--- src/sv/imh_pkg.sv ---
// Shared types, command and status codes, and key compare for the indexed max-heap engine.
package imh_pkg;

  // Default sizing handed to the top level.
  localparam int DEF_MAX_NODES   = 1024;
  localparam int DEF_WEIGHT_BITS = 32;

  // Fixed port widths.
  localparam int NODE_W   = 10;
  localparam int KEY_IN_W = 32;
  localparam int COUNT_W  = 11;
  localparam int CMD_W    = 3;
  localparam int STATUS_W = 2;
  localparam int KEY_MAX_BITS = 64;

  // Command codes.
  localparam logic [CMD_W-1:0] CMD_APPEND = 3'd0;
  localparam logic [CMD_W-1:0] CMD_BUILD  = 3'd1;
  localparam logic [CMD_W-1:0] CMD_REMOVE = 3'd2;
  localparam logic [CMD_W-1:0] CMD_UPDATE = 3'd3;
  localparam logic [CMD_W-1:0] CMD_PEEK   = 3'd4;

  // Result status codes.
  localparam logic [STATUS_W-1:0] ST_OK     = 2'd0;
  localparam logic [STATUS_W-1:0] ST_ABSENT = 2'd1;
  localparam logic [STATUS_W-1:0] ST_FULL   = 2'd2;

  // Memory read selects.
  typedef enum logic [3:0] {
    RD_NONE,
    RD_POS,
    RD_IDX,
    RD_LAST,
    RD_PARENT,
    RD_LEFT,
    RD_RIGHT,
    RD_BIDX,
    RD_ZERO
  } rd_op_t;

  // Memory write selects.
  typedef enum logic [2:0] {
    WR_NONE,
    WR_CLEAR,
    WR_DROP,
    WR_APPEND,
    WR_RD,
    WR_A,
    WR_B
  } wr_op_t;

  // Controller to datapath commands.
  typedef struct packed {
    logic                cap;
    rd_op_t              rd;
    wr_op_t              wr;
    logic                cnt_inc;
    logic                cnt_dec;
    logic                a_from_in;
    logic                a_from_rd;
    logic                b_from_a;
    logic                b_cmp;
    logic                idx_from_pos;
    logic                idx_from_rd;
    logic                idx_from_b;
    logic                idx_from_bidx;
    logic                bidx_load;
    logic                bidx_dec;
    logic                moved_clr;
    logic                moved_set;
    logic                st_load;
    logic [STATUS_W-1:0] st_val;
    logic                out_load;
  } dp_ctl_t;

  // Datapath to controller status.
  typedef struct packed {
    logic [CMD_W-1:0] cmd;
    logic             in_range;
    logic             present;
    logic             full;
    logic             cnt_zero;
    logic             is_last;
    logic             idx_zero;
    logic             left_ok;
    logic             right_ok;
    logic             a_beats_rd;
    logic             old_beats_new;
    logic             pick;
    logic             moved;
    logic             bidx_zero;
    logic             clr_last;
    logic             out_busy;
  } dp_stat_t;

  // Entry A beats entry B on the larger primary key, then on the larger secondary key.
  function automatic logic key_beats(input logic [KEY_MAX_BITS-1:0] am,
                                     input logic [KEY_MAX_BITS-1:0] as,
                                     input logic [KEY_MAX_BITS-1:0] bm,
                                     input logic [KEY_MAX_BITS-1:0] bs);
    logic r;
    if (am != bm) begin
      r = am > bm;
    end else begin
      r = as > bs;
    end
    return r;
  endfunction

endpackage

--- src/sv/imh_ctrl.sv ---
// Controller state machine of the indexed max-heap engine: command decode and sift sequencing.
module imh_ctrl import imh_pkg::*; (
  input  logic     clk,
  input  logic     rst,
  input  logic     in_valid,
  output logic     in_ready,
  input  dp_stat_t stat,
  output dp_ctl_t  ctl
);

  typedef enum logic [4:0] {
    S_CLEAR,
    S_IDLE,
    S_LOOK,
    S_LOOKW,
    S_UPD_RD,
    S_UPD_W,
    S_REM_RD,
    S_REM_W,
    S_UP_RD,
    S_UP_W,
    S_DN_RD,
    S_DN_RL,
    S_DN_RR,
    S_DN_DEC,
    S_PLACE,
    S_BLD_RD,
    S_BLD_W,
    S_FIN,
    S_FIN_W
  } state_t;

  typedef enum logic [1:0] {
    M_UPD,
    M_REM,
    M_BLD
  } mode_t;

  state_t state;
  state_t state_next;
  mode_t  mode;
  mode_t  mode_next;

  assign in_ready = state == S_IDLE;

  // Next state and datapath commands.
  always_comb begin
    state_next = state;
    mode_next  = mode;
    ctl        = '0;
    ctl.rd     = RD_NONE;
    ctl.wr     = WR_NONE;
    ctl.st_val = ST_OK;
    unique case (state)
      S_CLEAR: begin
        ctl.wr = WR_CLEAR;
        if (stat.clr_last) begin
          state_next = S_IDLE;
        end
      end
      S_IDLE: begin
        if (in_valid) begin
          ctl.cap    = 1'b1;
          state_next = S_LOOK;
        end
      end
      S_LOOK: begin
        ctl.rd     = RD_POS;
        state_next = S_LOOKW;
      end
      S_LOOKW: begin
        ctl.st_load = 1'b1;
        state_next  = S_FIN;
        unique case (stat.cmd)
          CMD_APPEND: begin
            if (!stat.in_range) begin
              ctl.st_val = ST_ABSENT;
            end else if (stat.present) begin
              ctl.idx_from_pos = 1'b1;
              mode_next        = M_UPD;
              state_next       = S_UPD_RD;
            end else if (stat.full) begin
              ctl.st_val = ST_FULL;
            end else begin
              ctl.wr      = WR_APPEND;
              ctl.cnt_inc = 1'b1;
            end
          end
          CMD_BUILD: begin
            if (!stat.cnt_zero) begin
              ctl.bidx_load = 1'b1;
              mode_next     = M_BLD;
              state_next    = S_BLD_RD;
            end
          end
          CMD_REMOVE: begin
            if (!stat.present) begin
              ctl.st_val = ST_ABSENT;
            end else begin
              ctl.idx_from_pos = 1'b1;
              mode_next        = M_REM;
              state_next       = S_REM_RD;
            end
          end
          CMD_UPDATE: begin
            if (!stat.present) begin
              ctl.st_val = ST_ABSENT;
            end else begin
              ctl.idx_from_pos = 1'b1;
              mode_next        = M_UPD;
              state_next       = S_UPD_RD;
            end
          end
          default: begin
            state_next = S_FIN;
          end
        endcase
      end
      // Key update: compare the old key, then sift the new entry.
      S_UPD_RD: begin
        ctl.rd     = RD_IDX;
        state_next = S_UPD_W;
      end
      S_UPD_W: begin
        ctl.a_from_in = 1'b1;
        ctl.moved_clr = 1'b1;
        state_next    = stat.old_beats_new ? S_DN_RD : S_UP_RD;
      end
      // Removal: fetch the last entry, drop the node, sift the moved entry.
      S_REM_RD: begin
        ctl.rd     = RD_LAST;
        ctl.wr     = WR_DROP;
        state_next = S_REM_W;
      end
      S_REM_W: begin
        ctl.cnt_dec = 1'b1;
        if (stat.is_last) begin
          state_next = S_FIN;
        end else begin
          ctl.a_from_rd = 1'b1;
          ctl.moved_clr = 1'b1;
          state_next    = S_UP_RD;
        end
      end
      // Sift up: the moving entry waits in a register while parents move down.
      S_UP_RD: begin
        if (stat.idx_zero) begin
          state_next = (mode == M_REM && !stat.moved) ? S_DN_RD : S_PLACE;
        end else begin
          ctl.rd     = RD_PARENT;
          state_next = S_UP_W;
        end
      end
      S_UP_W: begin
        if (stat.a_beats_rd) begin
          ctl.wr          = WR_RD;
          ctl.idx_from_rd = 1'b1;
          ctl.moved_set   = 1'b1;
          state_next      = S_UP_RD;
        end else begin
          state_next = (mode == M_REM && !stat.moved) ? S_DN_RD : S_PLACE;
        end
      end
      // Sift down: read the left child and any right child, keep the winner, move it up.
      S_DN_RD: begin
        if (!stat.left_ok) begin
          state_next = S_PLACE;
        end else begin
          ctl.rd       = RD_LEFT;
          ctl.b_from_a = 1'b1;
          state_next   = S_DN_RL;
        end
      end
      S_DN_RL: begin
        ctl.b_cmp = 1'b1;
        if (stat.right_ok) begin
          ctl.rd     = RD_RIGHT;
          state_next = S_DN_RR;
        end else begin
          state_next = S_DN_DEC;
        end
      end
      S_DN_RR: begin
        ctl.b_cmp  = 1'b1;
        state_next = S_DN_DEC;
      end
      S_DN_DEC: begin
        if (stat.pick) begin
          ctl.wr         = WR_B;
          ctl.idx_from_b = 1'b1;
          state_next     = S_DN_RD;
        end else begin
          state_next = S_PLACE;
        end
      end
      // Write the moving entry into its final slot.
      S_PLACE: begin
        ctl.wr     = WR_A;
        state_next = S_FIN;
        if (mode == M_BLD && !stat.bidx_zero) begin
          ctl.bidx_dec = 1'b1;
          state_next   = S_BLD_RD;
        end
      end
      // Build: sift down each inner slot from the middle back to the root.
      S_BLD_RD: begin
        ctl.rd            = RD_BIDX;
        ctl.idx_from_bidx = 1'b1;
        state_next        = S_BLD_W;
      end
      S_BLD_W: begin
        ctl.a_from_rd = 1'b1;
        state_next    = S_DN_RD;
      end
      // Read the root and load the result register.
      S_FIN: begin
        ctl.rd     = RD_ZERO;
        state_next = S_FIN_W;
      end
      S_FIN_W: begin
        if (stat.out_busy) begin
          ctl.rd = RD_ZERO;
        end else begin
          ctl.out_load = 1'b1;
          state_next   = S_IDLE;
        end
      end
      default: begin
        state_next = S_IDLE;
      end
    endcase
  end

  // State and mode registers.
  always_ff @(posedge clk) begin
    if (rst) begin
      state <= S_CLEAR;
      mode  <= M_UPD;
    end else begin
      state <= state_next;
      mode  <= mode_next;
    end
  end

  // One command beat is in work at a time.
  assert property (@(posedge clk) disable iff (rst) (in_valid && in_ready) |=> !in_ready)
    else $error("second command accepted while one is in work");

  // Dropping a node from the position table only happens for a present node.
  assert property (@(posedge clk) disable iff (rst) (ctl.wr == WR_DROP) |-> stat.present)
    else $error("removal of an absent node");

  // The entry count only shrinks on a removal of a present node.
  assert property (@(posedge clk) disable iff (rst) ctl.cnt_dec |-> stat.present)
    else $error("entry count decremented without a present node");

endmodule

--- config.mk ---
export PLATFORM = sky130hd
export DESIGN_NAME = imh_ctrl
export DESIGN_NICKNAME = d
export VERILOG_FILES = /design/src/sv/imh_pkg.sv /design/src/sv/imh_ctrl.sv
export SDC_FILE = /design/constraint.sdc
export NUM_CORES = 1
export LEC_CHECK = 0
export ABC_AREA = 0
export BUFFER_PORTS_ARGS = -buffer_cell sky130_fd_sc_hd__buf_2
export CAP_MARGIN = 20
export CORE_ASPECT_RATIO = 0.8
export CORE_MARGIN = 2
export CORE_UTILIZATION = 40
export DETAILED_ROUTE_END_ITERATION = 12
export PLACE_DENSITY = 0.71
export SETUP_SLACK_MARGIN = 0.15
export SLEW_MARGIN = 5
export SYNTH_ARGS = -nofsm -noshare
export SYNTH_HDL_FRONTEND = slang
export SYNTH_SLANG_ARGS = --single-unit
--- constraint.sdc ---
create_clock -name clk -period 2.2 [get_ports clk]
set_input_delay 0.22 -clock clk [delete_from_list [all_inputs] [get_ports clk]]
set_output_delay 0.22 -clock clk [all_outputs]
set_load 0.05 [all_outputs]
# [After elaboration in Yosys (flattened, before gate mapping)]
# Index checks and enable logic that the tools add are counted.
[op_classes] reduce_logical=11 n_mux=68 eq_ne=29
[op_table] operator="5-bit case mux with 19 select lines" n=1
[op_table] operator="3-bit 2-to-1 mux" n=15
[op_table] operator="5-bit 2-to-1 mux" n=9
[op_table] operator="5-bit by 4-bit == test with 1-bit output, second input constant" n=8
[op_table] operator="4-bit case mux with 9 select lines" n=1
[op_table] operator="1-bit 2-to-1 mux" n=26
[op_table] operator="5-bit by 3-bit == test with 1-bit output, second input constant" n=4
[op_table] operator="5-bit case mux with 4 select lines" n=1
[op_table] operator="3-bit case mux with 6 select lines" n=1
[op_table] operator="2-bit 2-to-1 mux" n=8
[op_table] operator="5-bit == test, second input constant" n=3
[op_table] operator="2-bit inequality test, second input constant" n=6
[op_table] operator="5-bit by 2-bit == test with 1-bit output, second input constant" n=2
[op_table] operator="2-bit case mux with 4 select lines" n=1
[op_table] operator="3-bit by 2-bit == test with 1-bit output, second input constant" n=2
[op_table] operator="1-bit case mux with 2 select lines" n=3
[op_table] operator="5-bit by 1-bit == test with 1-bit output, second input constant" n=1
[op_table] operator="5-bit logical NOT" n=1
[op_table] operator="5-bit AND reduction" n=1
[op_table] operator="4-bit 2-to-1 mux" n=1
[op_table] operator="2-bit case mux with 2 select lines" n=1
[op_table] operator="4-bit nonzero test" n=1
[op_table] operator="2-bit OR reduction" n=2
[op_table] operator="3-bit by 1-bit == test with 1-bit output, second input constant" n=1
[op_table] operator="other kinds (6)" n=8
[word_totals] word_cells=110 in_bits=21 reg_bits=7 out_inout_bits=27

# [Depth between registers and ports, before layout]
[logic_depth] word_depth=5 depth_mapped=7 ltp_nobuf=5

# [Least setup slack after synthesis]
# No wires, ideal clock.
[synth_timing] path_kind="register -> output" from="register state[4]" to="output ctl[0] (netlist bit)" required_ps=1980 path_buffers=2 path_slack_ps=-175 t_arrival_ps=2155 stages_incl_launch_ff=6 cell_sequence="dfxtp_1 -> buf_6 -> clkbuf_1 -> nand2_1 -> nor3_1 -> nor3b_1"
[synth_lines] element="start: declaration" line_no="imh_ctrl.sv:39" rtl="state_t state;"
[synth_lines] element="start signal: assignment" line_no="imh_ctrl.sv:240" rtl="state <= state_next;"
[synth_lines] element="end: declaration" line_no="imh_ctrl.sv:8" rtl="output dp_ctl_t ctl"

==> run summary <==
status = complete, no violations
Setup Skew = 0.00114 ns
min cycle time layout = 2.00 ns
ys flop type = dfxtp_1
DR iter-0 viols = 99
DRT Pass-1 Iters = 4
largest area contributor in the synthesized netlist = dfxtp_1
Area Growth Syn to Fin = 46.5%
P per Cell Area = 288 mW/mm²
async set-reset flop share out of synthesis = 0
Worst-Skew Late Latency = 0.24 ns
Reg2Reg Depth = 6
Initial Util = 0.411
Netlist cell types = 50
Pleak = 0.000664 µW
Max Slew Vio Count = 0
largest net degree at the start of global routing = 24
port bufs = 47
Remaining DRCs = 0
Via density = 5.74
Total Neg Setup Slack = 0 ns
Tot GR Track Use = 0.232
Critical Path Fanout Max = 5
utilization after layout = 0.603
Net Count, Synth = 171
Synth Warn # = 0
ant diodes = 0
first-pass GRT wire length = 5260 µm
commonest non-fill, non-tap cells in the layout = 40 x buf_2, 18 x nor2_1, 14 x a21oi_1
H-Tree Depth = 1
Tightest Pin Transition = 0.491 ns
antenna violations before repair = 0
sequential area share after synthesis = 0.142
ANT nets after route = 0
#FFs+latches synth = 7
DR WL/cell = 14.2 µm
Hold Path Stages = 2
RSZ-0062 raised after global routing = true
share of layout cells above drive strength 1 = 0.426
hold_buf cts = 0
Max Freq = 0.501 GHz
period utilization = 0.908
Worst Hold Class = in -> reg
gr ovfl total = 0
Cell Area, Synth = 988 µm²
CTS Buffer Depth = 2
CP arrival = 1.78 ns
die area = 0.00289 mm²
Die H = 48.5 µm
# fillers = 222
CTS tree = built
top-area cell type share of the netlist area = 0.142
maxcap violations = 0
Area contributors post-synth = dfxtp_1 14%, a21oi_1 7.6%, nor2_1 7.6%, nor3_1 6.1%, o21ai_0 4.6%
clk root buf = clkbuf_4
Setup CP Type = reg -> out
vias in the first global route = 1,190
core area = 0.00240 mm²
Final HPWL DP = 2510 µm
mean area per synthesized cell = 6.59 µm²
CP required = 1.98 ns
Final Hold Vio Count = 0
nets@finish = 226
Post-synth EDFFs = 0
CTS sink count = 7
clock-pin slew on the worst setup and hold paths = 0.05 ns
Placer Congestion = 0.878
I/O pin count = 48
TritonCTS buffer count = 3
Worst setup EP type = output port
via count = 1,325
Final setup viols = 0
post-synthesis cell count = 150
relative slew slack = 0.664
most common cell after layout, fill and taps aside = buf_2
Max VDD drop = 344 µV
Routed WL = 3280 µm
row cnt = 16
Die W = 59.6 µm
CP startpoint kind = flop
-- worst max-delay path: stages (launching register included) --
cell      delay [ns]
dfxtp_2         0.32
nor2b_4         0.17
nand4b_4        0.13
or4b_4          0.51
nand2b_4        0.18
nand2_2         0.07
buf_6           0.15
-- cell usage after synthesis (2+ instances only) --
library cell / number
dfxtp_1: 7
and2_1: 2
inv_1: 10
nor3_1: 12
nor2b_1: 2
nand4_1: 2
nor2_1: 20
and4_1: 2
nand2b_1: 2
buf_2: 5
o31ai_1: 2
o21ai_0: 9
and3_1: 2
nand2_1: 10
mux2i_1: 3
a31oi_1: 3
buf_4: 2
clkbuf_1: 3
nor3b_1: 5
a21oi_1: 15
a211oi_1: 2
nand3_1: 2
-- per-stage QoR --
stage / area (µm²) / total power [µW] / hold WS [ns] / cells / setup WS (ns)
after detailed placement: 1280 / 291 / 0.479 / 220 / 0.247
after global routing: 1450 / 444 / 0.241 / 231 / 0.119
after floorplan: 1020 / 244 / 0.289 / 150 / 0.246
after global placement: 1280 / 288 / 0.474 / 220 / 0.296
after CTS: 1340 / 413 / 0.215 / 226 / 0.147
final: 1450 / 417 / 0.224 / 231 / 0.203
-- sequential cells by signal (all words and copies together) (netlist names) --
register and flops:
state 5, mode 2
-- final cells by class --
| cell class | instances | area [µm²] | share of cell area |
|---|---|---|---|
| inverter | 11 | 48.8 | 0.0337 |
| clock buffer | 4 | 26.3 | 0.0182 |
| timing repair buffer | 61 | 392 | 0.271 |
| multi-input combinational | 121 | 802 | 0.554 |
| tap | 27 | 33.8 | 0.0233 |
| sequential | 7 | 145 | 0.100 |
-- repair_timing --
action	in CTS	in global routing
pin swaps	1	0
endpoints found under the setup margin	7	9
setup buffers	2	5
gates resized for setup	7	22
-- final timing paths --
| path | start | end | slack (ns) |
|---|---|---|---|
| worst min-delay path | rst | state[4]$_SDFFE_PP0P_ | 0.22 |
| worst max-delay path | state[0]$_SDFFE_PP0P_ | ctl[19] | 0.20 |
| worst min register to register | mode[1]$_SDFFE_PP0P_ | mode[1]$_SDFFE_PP0P_ | 0.53 |
| worst max register to register | state[2]$_SDFFE_PP0P_ | state[1]$_SDFFE_PP0P_ | 0.33 |
-- cells by family (layout without fill, tap and decap cells) --
kind of cell / count (synthesis) / in the layout / synth area share
buffers and inverters: 22 / 76 / 0.105
AOI/OAI and AO/OA: 43 / 43 / 0.275
muxes: 4 / 4 / 0.0418
and+or+nand+nor: 74 / 74 / 0.437
DFF: 7 / 7 / 0.142
-- layer usage --
| metal | vias to the layer above | global-route usage | wire length, µm |
|---|---|---|---|
| li1 | 660 | - | - |
| met1 | 605 | 0.307 | 1420 |
| met2 | 58 | 0.394 | 1650 |
| met3 | 2 | 0.0241 | 204 |
| met4 | 0 | 0.0667 | 6 |
| met5 | - | 0 | 0 |
-- power by group --
| group | total [µW] | internal [µW] | leakage, µW | switching, µW |
|---|---|---|---|---|
| clock network | 114 | 69.1 | 0.0000150 | 45.0 |
| registers | 133 | 130 | 0.0000577 | 3.26 |
| logic | 170 | 67.1 | 0.000591 | 103 |
(Power assumes the default switching activity.)
